File: src/hw/rtl/msit_pkg.sv
package msit_pkg;

  localparam logic [3:0] CMD_TICK    = 4'd0;
  localparam logic [3:0] CMD_SETUP   = 4'd1;
  localparam logic [3:0] CMD_CHANGE  = 4'd2;
  localparam logic [3:0] CMD_DELETE  = 4'd3;
  localparam logic [3:0] CMD_RESTART = 4'd4;
  localparam logic [3:0] CMD_ENABLE  = 4'd5;
  localparam logic [3:0] CMD_DISABLE = 4'd6;
  localparam logic [3:0] CMD_TOGGLE  = 4'd7;
  localparam logic [3:0] CMD_ENA_ALL = 4'd8;
  localparam logic [3:0] CMD_DIS_ALL = 4'd9;
  localparam logic [3:0] CMD_QUERY   = 4'd10;

  localparam logic [1:0] KIND_ANSWER = 2'd0;
  localparam logic [1:0] KIND_FIRED  = 2'd1;
  localparam logic [1:0] KIND_REMOVE = 2'd2;
  localparam logic [1:0] KIND_DONE   = 2'd3;

  typedef struct packed {
    logic [3:0]  cmd;
    logic [3:0]  slot;
    logic [31:0] interval_ms;
    logic [15:0] run_limit;
    logic [31:0] now_ms;
  } cmd_t;

  typedef struct packed {
    logic [1:0] kind;
    logic [3:0] result_slot;
    logic       ok;
    logic       slot_enabled;
    logic [4:0] active_count;
    logic       last;
  } res_t;

  typedef struct packed {
    logic [31:0] ival;
    logic [31:0] last_time;
    logic [15:0] lim;
    logic [15:0] cnt;
  } entry_t;

endpackage

File: src/hw/rtl/msit_rem.sv
module msit_rem (
  input  logic        clk,
  input  logic        rst,
  input  logic        go,
  input  logic [31:0] num,
  input  logic [31:0] den,
  output logic        done,
  output logic [31:0] rem
);

  logic [31:0] r;
  logic [32:0] trial;
  logic [32:0] diff;
  logic [31:0] q;
  logic [4:0]  cnt;
  logic        run;

  assign trial = {r, q[31]};
  assign diff  = trial - {1'b0, den};
  assign rem   = r;

  always_ff @(posedge clk) begin
    if (rst) begin
      run  <= 1'b0;
      done <= 1'b0;
    end else begin
      done <= 1'b0;
      if (go) begin
        r   <= '0;
        q   <= num;
        cnt <= '0;
        run <= 1'b1;
      end else if (run) begin
        if (trial >= {1'b0, den}) begin
          r <= diff[31:0];
        end else begin
          r <= trial[31:0];
        end
        q   <= {q[30:0], 1'b0};
        cnt <= cnt + 5'd1;
        if (cnt == 5'd31) begin
          run  <= 1'b0;
          done <= 1'b1;
        end
      end
    end
  end

endmodule

File: src/hw/rtl/msit_mem.sv
module msit_mem #(
  parameter int DEPTH = 16,
  parameter int AW    = 4
) (
  input  logic                  clk,
  input  logic                  we,
  input  logic [AW-1:0]         waddr,
  input  msit_pkg::entry_t      wdata,
  input  logic [AW-1:0]         raddr,
  output msit_pkg::entry_t      rdata
);

  msit_pkg::entry_t mem [DEPTH];

  always_ff @(posedge clk) begin
    if (we) begin
      mem[waddr] <= wdata;
    end
    rdata <= mem[raddr];
  end

endmodule

File: src/hw/rtl/multi_slot_interval_timer_table.sv
// Table of NUM_SLOTS interval timers. An item is taken when start is high and
// busy is low; busy falls in the cycle that shows the last result of the item.
// Results appear one per cycle on result, marked by valid, and must be taken
// then: the receiver cannot stall. A command other than tick has a read state
// and a write-back state. A tick walks every slot through the slot memory (one
// read, one write port): read only for an unused slot, read and check for a used
// one not due, and also an update for a due one (32-step remainder unit first
// at two or more intervals past); then fire reporting per slot and the done result.
module multi_slot_interval_timer_table #(
  parameter int NUM_SLOTS = 16
) (
  input  logic             clk,
  input  logic             rst,
  input  logic             start,
  output logic             busy,
  input  msit_pkg::cmd_t   cmd_item,
  output logic             valid,
  output msit_pkg::res_t   result
);

  localparam int IW = (NUM_SLOTS > 1) ? $clog2(NUM_SLOTS) : 1;
  localparam int CW = $clog2(NUM_SLOTS + 1);
  localparam logic [IW-1:0] LAST_IDX = IW'(NUM_SLOTS - 1);

  localparam logic [3:0] S_IDLE = 4'd0;
  localparam logic [3:0] S_CRD  = 4'd1;
  localparam logic [3:0] S_CWB  = 4'd2;
  localparam logic [3:0] S_TRD  = 4'd3;
  localparam logic [3:0] S_TCHK = 4'd4;
  localparam logic [3:0] S_TDIV = 4'd5;
  localparam logic [3:0] S_TUPD = 4'd6;
  localparam logic [3:0] S_EMIT = 4'd7;
  localparam logic [3:0] S_DONE = 4'd8;

  logic [3:0]            state;
  msit_pkg::cmd_t        item;
  logic [IW-1:0]         idx;
  logic                  inr;
  logic [NUM_SLOTS-1:0]  used;
  logic [NUM_SLOTS-1:0]  en;
  logic [NUM_SLOTS-1:0]  cz;
  logic [NUM_SLOTS-1:0][1:0] kinds;
  logic [CW-1:0]         used_count;
  logic [31:0]           rem;

  logic [6:0]            slot_ext;
  logic                  inr_in;
  logic [IW-1:0]         idx_in;
  logic                  used_s;
  logic                  free_found;
  logic [IW-1:0]         free_idx;

  msit_pkg::entry_t      rd;
  msit_pkg::entry_t      wd;
  logic                  we;
  logic [IW-1:0]         waddr;

  logic [31:0]           el;
  logic [31:0]           el_m;
  logic                  div_go;
  logic                  div_done;
  logic [31:0]           div_rem;

  logic [15:0]           cnt_inc;
  logic [1:0]            knew;
  logic [CW-1:0]         cnt_after;
  logic [7:0]            cnt_w;
  logic [7:0]            idx_w;
  logic [7:0]            free_w;

  assign busy     = (state != S_IDLE);
  assign slot_ext = {3'b000, cmd_item.slot};
  assign inr_in   = (slot_ext < 7'(NUM_SLOTS));
  assign idx_in   = inr_in ? slot_ext[IW-1:0] : '0;
  assign used_s   = inr & used[idx];
  assign el       = item.now_ms - rd.last_time;
  assign el_m     = el - rd.ival;
  assign cnt_inc  = rd.cnt + 16'd1;
  assign idx_w    = 8'(idx);
  assign free_w   = 8'(free_idx);

  always_comb begin
    free_found = 1'b0;
    free_idx   = '0;
    for (int i = NUM_SLOTS - 1; i >= 0; i--) begin
      if (!used[i]) begin
        free_found = 1'b1;
        free_idx   = IW'(i);
      end
    end
  end

  always_comb begin
    knew = msit_pkg::KIND_ANSWER;
    if (en[idx]) begin
      if (rd.lim == 16'd0) begin
        knew = msit_pkg::KIND_FIRED;
      end else if (rd.cnt < rd.lim) begin
        knew = (cnt_inc >= rd.lim) ? msit_pkg::KIND_REMOVE : msit_pkg::KIND_FIRED;
      end
    end
  end

  always_comb begin
    we    = 1'b0;
    waddr = idx;
    wd    = rd;
    if (state == S_CWB) begin
      case (item.cmd)
        msit_pkg::CMD_SETUP: begin
          we    = free_found;
          waddr = free_idx;
          wd    = '{ival: item.interval_ms, last_time: item.now_ms,
                    lim: item.run_limit, cnt: 16'd0};
        end
        msit_pkg::CMD_CHANGE: begin
          we           = used_s;
          wd.ival      = item.interval_ms;
          wd.last_time = item.now_ms;
        end
        msit_pkg::CMD_RESTART: begin
          we           = inr;
          wd.last_time = item.now_ms;
        end
        default: we = 1'b0;
      endcase
    end else if (state == S_TUPD) begin
      we           = 1'b1;
      wd.last_time = item.now_ms - rem;
      if (en[idx] && rd.lim != 16'd0 && rd.cnt < rd.lim) begin
        wd.cnt = cnt_inc;
      end
    end
  end

  always_comb begin
    cnt_after = used_count;
    if (state == S_CWB) begin
      if (item.cmd == msit_pkg::CMD_SETUP && free_found) begin
        cnt_after = used_count + CW'(1);
      end else if (item.cmd == msit_pkg::CMD_DELETE && used_s) begin
        cnt_after = used_count - CW'(1);
      end
    end else if (state == S_TUPD && knew == msit_pkg::KIND_REMOVE) begin
      cnt_after = used_count - CW'(1);
    end
  end

  assign cnt_w  = 8'(cnt_after);
  assign div_go = (state == S_TCHK) && rd.ival != 32'd0 && el >= rd.ival
                  && el_m >= rd.ival;

  msit_mem #(.DEPTH(NUM_SLOTS), .AW(IW)) u_mem (
    .clk   (clk),
    .we    (we),
    .waddr (waddr),
    .wdata (wd),
    .raddr (idx),
    .rdata (rd)
  );

  msit_rem u_rem (
    .clk  (clk),
    .rst  (rst),
    .go   (div_go),
    .num  (el),
    .den  (rd.ival),
    .done (div_done),
    .rem  (div_rem)
  );

  always_ff @(posedge clk) begin
    if (rst) begin
      state      <= S_IDLE;
      used       <= '0;
      en         <= '0;
      cz         <= '0;
      used_count <= '0;
      valid      <= 1'b0;
      idx        <= '0;
    end else begin
      valid      <= 1'b0;
      used_count <= cnt_after;
      result.kind         <= msit_pkg::KIND_ANSWER;
      result.result_slot  <= 4'd0;
      result.ok           <= 1'b1;
      result.slot_enabled <= 1'b0;
      result.active_count <= cnt_w[4:0];
      result.last         <= 1'b0;
      case (state)
        S_IDLE: begin
          if (start) begin
            item <= cmd_item;
            inr  <= inr_in;
            if (cmd_item.cmd == msit_pkg::CMD_TICK) begin
              idx   <= '0;
              state <= S_TRD;
            end else begin
              idx   <= idx_in;
              state <= S_CRD;
            end
          end
        end
        S_CRD: state <= S_CWB;
        S_CWB: begin
          valid       <= 1'b1;
          result.last <= 1'b1;
          result.ok   <= used_s;
          case (item.cmd)
            msit_pkg::CMD_SETUP: begin
              result.ok <= free_found;
              if (free_found) begin
                result.result_slot <= free_w[3:0];
                used[free_idx]     <= 1'b1;
                en[free_idx]       <= 1'b1;
                cz[free_idx]       <= 1'b1;
              end
            end
            msit_pkg::CMD_DELETE: begin
              if (used_s) begin
                used[idx] <= 1'b0;
                en[idx]   <= 1'b0;
                cz[idx]   <= 1'b0;
              end
            end
            msit_pkg::CMD_ENABLE:  if (inr) en[idx] <= 1'b1;
            msit_pkg::CMD_DISABLE: if (inr) en[idx] <= 1'b0;
            msit_pkg::CMD_TOGGLE:  if (inr) en[idx] <= ~en[idx];
            msit_pkg::CMD_ENA_ALL, msit_pkg::CMD_DIS_ALL: begin
              result.ok <= 1'b1;
              for (int i = 0; i < NUM_SLOTS; i++) begin
                if (used[i] && cz[i]) begin
                  en[i] <= (item.cmd == msit_pkg::CMD_ENA_ALL);
                end
              end
            end
            msit_pkg::CMD_QUERY: result.slot_enabled <= inr & en[idx];
            msit_pkg::CMD_CHANGE, msit_pkg::CMD_RESTART: ;
            default: result.ok <= 1'b0;
          endcase
          state <= S_IDLE;
        end
        S_TRD: begin
          if (used[idx]) begin
            state <= S_TCHK;
          end else begin
            for (int i = 0; i < NUM_SLOTS - 1; i++) kinds[i] <= kinds[i+1];
            kinds[NUM_SLOTS-1] <= msit_pkg::KIND_ANSWER;
            idx   <= (idx == LAST_IDX) ? '0 : idx + IW'(1);
            state <= (idx == LAST_IDX) ? S_EMIT : S_TRD;
          end
        end
        S_TCHK: begin
          if (rd.ival == 32'd0) begin
            rem   <= 32'd0;
            state <= S_TUPD;
          end else if (el < rd.ival) begin
            for (int i = 0; i < NUM_SLOTS - 1; i++) kinds[i] <= kinds[i+1];
            kinds[NUM_SLOTS-1] <= msit_pkg::KIND_ANSWER;
            idx   <= (idx == LAST_IDX) ? '0 : idx + IW'(1);
            state <= (idx == LAST_IDX) ? S_EMIT : S_TRD;
          end else if (el_m < rd.ival) begin
            rem   <= el_m;
            state <= S_TUPD;
          end else begin
            state <= S_TDIV;
          end
        end
        S_TDIV: begin
          if (div_done) begin
            rem   <= div_rem;
            state <= S_TUPD;
          end
        end
        S_TUPD: begin
          if (knew != msit_pkg::KIND_ANSWER && rd.lim != 16'd0) begin
            cz[idx] <= 1'b0;
          end
          if (knew == msit_pkg::KIND_REMOVE) begin
            used[idx]  <= 1'b0;
            en[idx]    <= 1'b0;
          end
          for (int i = 0; i < NUM_SLOTS - 1; i++) kinds[i] <= kinds[i+1];
          kinds[NUM_SLOTS-1] <= knew;
          idx   <= (idx == LAST_IDX) ? '0 : idx + IW'(1);
          state <= (idx == LAST_IDX) ? S_EMIT : S_TRD;
        end
        S_EMIT: begin
          if (kinds[0] != msit_pkg::KIND_ANSWER) begin
            valid              <= 1'b1;
            result.kind        <= kinds[0];
            result.result_slot <= idx_w[3:0];
          end
          for (int i = 0; i < NUM_SLOTS - 1; i++) kinds[i] <= kinds[i+1];
          kinds[NUM_SLOTS-1] <= msit_pkg::KIND_ANSWER;
          idx   <= (idx == LAST_IDX) ? '0 : idx + IW'(1);
          state <= (idx == LAST_IDX) ? S_DONE : S_EMIT;
        end
        S_DONE: begin
          valid       <= 1'b1;
          result.kind <= msit_pkg::KIND_DONE;
          result.last <= 1'b1;
          state       <= S_IDLE;
        end
        default: state <= S_IDLE;
      endcase
    end
  end

endmodule
File: config.mk
export PLATFORM = sky130hd
export DESIGN_NAME = multi_slot_interval_timer_table
export DESIGN_NICKNAME = d
export VERILOG_FILES = /design/src/hw/rtl/msit_pkg.sv /design/src/hw/rtl/msit_rem.sv /design/src/hw/rtl/msit_mem.sv /design/src/hw/rtl/multi_slot_interval_timer_table.sv
export SDC_FILE = /design/constraint.sdc
export NUM_CORES = 2
export LEC_CHECK = 0
export BUFFER_PORTS_ARGS = -buffer_cell sky130_fd_sc_hd__buf_2
export CORE_ASPECT_RATIO = 0.7
export CORE_UTILIZATION = 55
export DETAILED_ROUTE_END_ITERATION = 8
export MAX_ROUTING_LAYER = met4
export PLACE_DENSITY = 0.7
export SYNTH_ARGS = -nofsm -noshare
export SYNTH_HDL_FRONTEND = slang
export SYNTH_SLANG_ARGS = --single-unit
export TNS_END_PERCENT = 20
File: constraint.sdc
create_clock -name clk -period 17.96 [get_ports clk]
set_input_delay 0 -clock clk [delete_from_list [all_inputs] [get_ports clk]]
set_output_delay 0 -clock clk [all_outputs]
set_load 0.05 [all_outputs]
# Yosys cells after proc, flatten, opt, wreduce, memory -nomap -nowiden
# Memories as Yosys holds them, arrays and structs flattened. A register that Yosys moved wholly into a read port is not among the register bits.
# Cells that the tools add are included.
[word_totals]
n_memories = 1
ff_bits = 296
output_inout_bits = 16
elab_cells = 361
inputBits = 91
ram_bits = 1536
[mem_list]
columns = ["name", "words", "width", "rd", "rd_clocked_by_memory_dff", "wr", "line", "rtl"]
rows = [
  ["u_mem.mem", 16, 96, 1, 1, 1, "msit_mem.sv:13", "msit_pkg::entry_t mem [DEPTH];"],
]
[op_classes]
n_addsub = 9
eq_ne = 53
n_mux = 145
n_lt_le_gt_ge = 12
bitwise = 13
reduce_logical = 73
[ops]
columns = ["operator", "n"]
rows = [
  ["$mux 32", 17],
  ["$mux 16", 16],
  ["$pmux 16 s2", 5],
  ["$reduce_and 9->1", 16],
  ["$pmux 32 s4", 1],
  ["$sub 32x32->32", 4],
  ["$mux 4", 30],
  ["$pmux 16 s6", 1],
  ["$ne 3x3->1 const B", 22],
  ["$ge 32x32->1", 2],
  ["$lt 32x32->1", 2],
  ["$or 16x16->16", 4],
  ["$pmux 32 s2", 1],
  ["$and 16x16->16", 3],
  ["$mux 1", 46],
  ["$ge 33x32->1", 1],
  ["$eq 4x3->1 const B", 8],
  ["$logic_not 32->1", 1],
  ["$reduce_bool 32->1", 1],
  ["$pmux 4 s7", 1],
  ["$logic_and 1x1->1", 27],
  ["$mux 5", 5],
  ["$reduce_and 5->1", 5],
  ["$eq 4x4->1 const B", 5],
  ["other kinds (40)", 81],
]

# Depth between registers and ports, before layout
[depth]
word_depth = 24
ltp_mapped = 36
mapped_depth_nobuf = 35

# Cells and area by module
# Synthesis repeated with hierarchy kept, for this count alone.
[hier_totals]
cells_unflattened = 5061
hier_area_um2 = 82709.3
[modules_own_cells]
columns = ["mod", "seq_area_each_um2", "area_each_um2", "n_inst", "cells_each"]
rows = [
  ["msit_mem", 48046.1, 59354.4, 1, 2460],
  ["multi_slot_interval_timer_table", 6105.9, 18393.9, 1, 2106],
  ["msit_rem", 2112.0, 4961.0, 1, 495],
]

# Least setup slack after synthesis
# Ideal clock, no wire load.
[synth_path]
path_type = "register to register"
startpoint = "register item[0] (netlist bit)"
endpoint = "register u_rem.cnt[0], enable pin"
synth_period_minus_slack_ns = 9.495
n_path_buf = 1
stages_incl_launch_ff = 37
setup_ns = 0.498
t_required_ns = 17.462
t_arrival_ns = 8.997
path_slack_ns = 8.465
cell_sequence = "edfxtp_1 inv_1 ha_1 inv_1 fa_1 a211oi_2 o211ai_2 a31oi_4 o22a_4 a311oi_1 nand2_1 nand2b_1 a21oi_1 xnor2_1 ha_1 and2_1 and4_1 nand4_1 o22ai_1 a211oi_1 o41ai_1 a31oi_1 o21ai_0 xnor2_1 inv_1 ha_1 nand4_1 nor2_1 o2111ai_1 o21ai_0 a31oi_1 o211ai_1 o21ai_0 a21oi_4 buf_2 nor2_1 nor2_1"
[synth_between]
elab_chain_len = 6
elab_cells_between_ends = 8
classes_between = "add/sub: 2; order compare: 2; reduce/logical: 4"
[synth_lines]
columns = ["item", "line", "rtl"]
rows = [
  ["start: declaration", "multi_slot_interval_timer_table.sv:36", "msit_pkg::cmd_t item;"],
  ["start signal: assignment", "multi_slot_interval_timer_table.sv:193", "item <= cmd_item;"],
  ["$sub 32x32->32 *", "multi_slot_interval_timer_table.sv:76", "assign el = item.now_ms - rd.last_time;"],
  ["$sub 32x32->32 / $ge 32x32->1 (equally long branches)", "multi_slot_interval_timer_table.sv:77, multi_slot_interval_timer_table.sv:150", ""],
  ["$ge 32x32->1 / $logic_and 1x1->1 (equally long branches)", "multi_slot_interval_timer_table.sv:151, multi_slot_interval_timer_table.sv:150", ""],
  ["$logic_and 1x1->1 *", "multi_slot_interval_timer_table.sv:151", "&& el_m >= rd.ival;"],
  ["$reduce_bool 2->1 (no line) *", "n/a", ""],
  ["$reduce_and 2->1 (no line) *", "n/a", ""],
  ["end signal: assignment", "msit_rem.sv:40", "cnt <= cnt + 5'd1;"],
  ["end: declaration", "msit_rem.sv:15", "logic [4:0] cnt;"],
]
# Mark *: on every way between the ends. The rest lies on a longest branch, timed or not.
# A chain may end at the register's enable or synchronous reset.

# Worst setup path after layout
[layout_path]
startpoint = "register item[1] (netlist bit)"
endpoint = "register u_rem.q[5] (data pin)"
[layout_between]
elab_chain_len = 5
elab_cells_between_ends = 7
classes_between = "add/sub: 2; order compare: 2; mux: 1; reduce/logical: 2"
[layout_lines]
columns = ["item", "line", "rtl"]
rows = [
  ["$sub 32x32->32 *", "multi_slot_interval_timer_table.sv:76", ""],
  ["$sub 32x32->32 / $ge 32x32->1 (equally long branches)", "multi_slot_interval_timer_table.sv:77, multi_slot_interval_timer_table.sv:150", ""],
  ["$ge 32x32->1 / $logic_and 1x1->1 (equally long branches)", "multi_slot_interval_timer_table.sv:151, multi_slot_interval_timer_table.sv:150", ""],
  ["$logic_and 1x1->1", "multi_slot_interval_timer_table.sv:151", ""],
  ["$mux 32 *", "msit_rem.sv:28", "if (go) begin"],
  ["end signal: assignment", "msit_rem.sv:30", "q <= num;"],
  ["end signal: assignment", "msit_rem.sv:39", "q <= {q[30:0], 1'b0};"],
  ["end: declaration", "msit_rem.sv:14", "logic [31:0] q;"],
]
# Marks and branches as above.

==> run_results.csv <==
group,metric,value,unit
run_status,status,"finished clean",
worst_setup_path,critical_path_class,"flip-flop to flip-flop",
clocking,htreeDepth,4,
yosys,synth_edf_count,1767,
detailed_routing,routed_via_density,6.42,
power_and_ir_drop,irDropWorstVdd,0.111,mV
grt,grt_pass1_wl,303,mm
sta,grt_setup_unrepaired,"no",
clocking,clk_pin_slew,0.07,ns
layout,syn2layout_area_growth,13.6,%
yosys,seq_area_frac_synth,68.8,%
worst_hold_path,hold_class,"input pin to flip-flop",
yosys,yosys.area.top_type_share,64.9,%
sta,fmax,0.116,GHz
power_and_ir_drop,power.leakage,30.9,nW
layout,num_antenna_cells,0,
detailed_routing,num_vias,45956,
power_and_ir_drop,power_density,121,mW/mm^2
sta,slew_headroom,16.6,%
worst_setup_path,cp.required,18.51,ns
sta,layout_setup_ws,9.35,ns
yosys,ys_ff_latch,1927,
worst_setup_path,critPathLaunchType,"flip-flop",
clocking,clock_path_buffers,3,
detailed_routing,drt-initial-drc-count,5669,
power_and_ir_drop,p_int,8.26,mW
worst_setup_path,cp_max_fo,72,
sta,finalHoldViolations,0,
sta,fin_skew,0.0415,ns
worst_setup_path,critical_path_buf_inv_count,2,
clocking,cts-resized-gates,0,
power_and_ir_drop,total_power,11.2,mW
sta,period_share,47.9,%
detailed_routing,drc_errors,0,
grt,overflow,0,
grt,grt_max_degree,127,
clocking,numCtsBuffers,176,
clocking,cts-root-buf,"clkbuf_16",
yosys,synth.area.top_cells,"edfxtp_1 65%, mux4_2 13%, dfxtp_1 3.9%",
detailed_routing,drtPass1Iterations,6,
worst_setup_path,cp_slowest_stage_delay,0.76,ns
detailed_routing,ant_nets,0,
layout,drive_gt1_share,21.6,%
power_and_ir_drop,power_switching,2.99,mW
detailed_routing,wl,205,mm
yosys,synthCells,4665,
yosys,syn_avg_cell_area,17.5,sq um
layout,final_area,0.0930,sq mm
sta,worstMarginPinSlew,1.24,ns
worst_setup_path,path_common_cell,"o21ai_0",
die,dieHeight,325,um
placement,place_ws,9.61,ns
placement,gp_congestion,0.982,
power_and_ir_drop,p_seq_share,46.7,%
die,core_area,0.147,sq mm
die,rows,117,
clocking,cts.sinks,1927,
power_and_ir_drop,p_sw_share,26.6,%
run,cap_viol_max_count,0,
sta,finalSetupTns,0,ns
yosys,synth_cell_types,93,
clocking,cts_setup_buffers,0,
die,die_area,0.150,sq mm
placement,dpl.hpwl,121,mm
worst_setup_path,arrival,9.16,ns
grt,track_usage,28.2,%
die,die_w,463,um
worst_setup_path,cpLargestDelayFamily,"compound AO/OA/AOI/OAI gates",
sta,slew_violations,0,
yosys,yosysTopAreaCell,"edfxtp_1",
sta,setup_viol,0,
yosys,syn_area,0.0818,sq mm
sta,fin_crit,8.61,ns
yosys,async_reset_ff_share,0,%
placement,portBuffers,106,
worst_setup_path,critPathSlowestCell,"buf_4",
power_and_ir_drop,pwr-share-comb,18.4,%
grt,grt_pass1_vias,45018,
yosys,syn-num-nets,4959,
worst_setup_path,endpoint_kind,"flip-flop",
clocking,clock_latency,0.84,ns
yosys,synth_ff_type,"edfxtp_1",
grt,antenna_found_initial,4,
layout,nets,5336,
clocking,cts_tree,"done",
detailed_routing,wire_per_inst,28.6,um
clocking,cts-hold-fix-buffers,175,
yosys,yosysWarnings,0,
die,io_pins,107,
placement,place_area,0.0851,sq mm
die,start_util,55.8,%
power_and_ir_drop,pwr-share-clk,35.0,%
-- cells in the mapped netlist (19+ instances only) --
cell,number
clkbuf_1,149
dfxtp_1,160
a211oi_1,21
inv_1,156
xor2_1,40
nor3_1,37
a21o_1,68
nor2_1,189
mux2i_1,28
o21ai_0,189
nor2b_1,33
buf_1,33
nand2_1,189
nand4_1,33
nand2b_1,32
mux2_2,65
and2_1,22
xnor2_1,87
mux4_2,490
a22oi_1,24
nor4_1,19
o21a_1,34
and3_1,22
ha_1,199
nand3_1,71
edfxtp_1,1767
a22o_1,31
a31oi_1,28
a21oi_1,209
-- layout by cell type (no fill, tap or decap), drive strengths merged, types with 22 or more instances in the layout --
cell type and instances:
and2 22, nand4 33, buf 224, mux2 66, a21oi 211, a211oi 23, nand2 189, dfxtp 160
nand2b 32, clkbuf 230, nor2 189, dlygate4sd3 175, a22oi 24, a31oi 30, ha 199, and3 22
edfxtp 1767, nor3 40, nor2b 33, a22o 31, mux2i 28, o21a 34, xnor2 87, bufinv 23
a21o 69, mux4 490, clkinv 55, xor2 40, o21ai 200, inv 169, nand3 71
-- per-layer routing --
| metal | part of all wire, % | vias up | global-route usage, % | wire [um] |
|---|---|---|---|---|
| met4 | 2.1 | 0 | 6.61 | 4250 |
| met1 | 44 | 23772 | 42.1 | 89100 |
| met2 | 46 | 2220 | 41.2 | 93900 |
| met3 | 8.5 | 317 | 4.06 | 17400 |
| met5 | 0 | - | - | 0 |
| li1 | - | 19647 | - | - |
-- worst paths after layout --
kind | start | slack [ns] | end | cells after the start
worst max-delay path | item[1] | 9.35 | u_rem.q[5] | 30
worst min register to register | kinds[21] | 0.41 | kinds[19] | 0
worst max register to register | item[1] | 9.35 | u_rem.q[5] | 30
worst min-delay path | rst | 0.10 | state[0] | 3
-- per-stage QoR --
step                utilization, %  cells  hold slack [ns]
global route                  63.4   7160           0.0970
floorplan                        -   4665           0.0989
CTS                           63.4   7160           0.0343
finish                        63.4   7160            0.103
detailed placement            58.1   6652            0.178
global placement              58.1   6652            0.176
-- power by group through the flow --
| stage | combinational, mW | clock [mW] | sequential, mW |
|---|---|---|---|
| floorplan | 1.46 | 0 | 5.29 |
| global placement | 1.98 | 0 | 5.34 |
| detailed placement | 1.99 | 0 | 5.34 |
| CTS | 2.04 | 3.98 | 5.25 |
| global route | 2.24 | 4.15 | 5.25 |
| finish | 2.06 | 3.93 | 5.25 |
-- flip-flops by register name, indices dropped and copies added (netlist names) --
signal,flops
u_mem.rdata,96
u_rem.q,32
result,14
u_mem.mem,1536
u_rem.done,1
item,84
rem,32
u_rem.cnt,5
idx,4
used,16
u_rem.run,1
used_count,5
state,4
u_rem.rem,32
valid,1
en,16
kinds,32
cz,16
-- cells by family (layout without fill, tap and decap cells) --
kind of cell,count (synthesis),in the layout,synth area share [%]
multiplexers,584,584,14.7
buffers and inverters,356,888,1.70
AO/OA/AOI/OAI,776,776,6.16
XOR/XNOR,127,127,1.36
adder cells (fa/ha/maj),203,203,3.14
flip-flops,1927,1927,68.8
AND/OR/NAND/NOR,692,692,4.10
-- layout make-up --
class                      instances  area (sq um)
sequential                      1927         56300
fill                           10050         53600
multi-input combinational       2382         24300
clock buffer                     230          4780
timing repair buffer             399          3220
tap                             1963          2460
clock inverter                   103          1290
inverter                         156           586
-- tightest hold or removal path, delay by kind of cell --
family        cells  cell delay [ns]
buf+inv           2             0.79
simple gates      1             0.09
(Power assumes the default switching activity.)
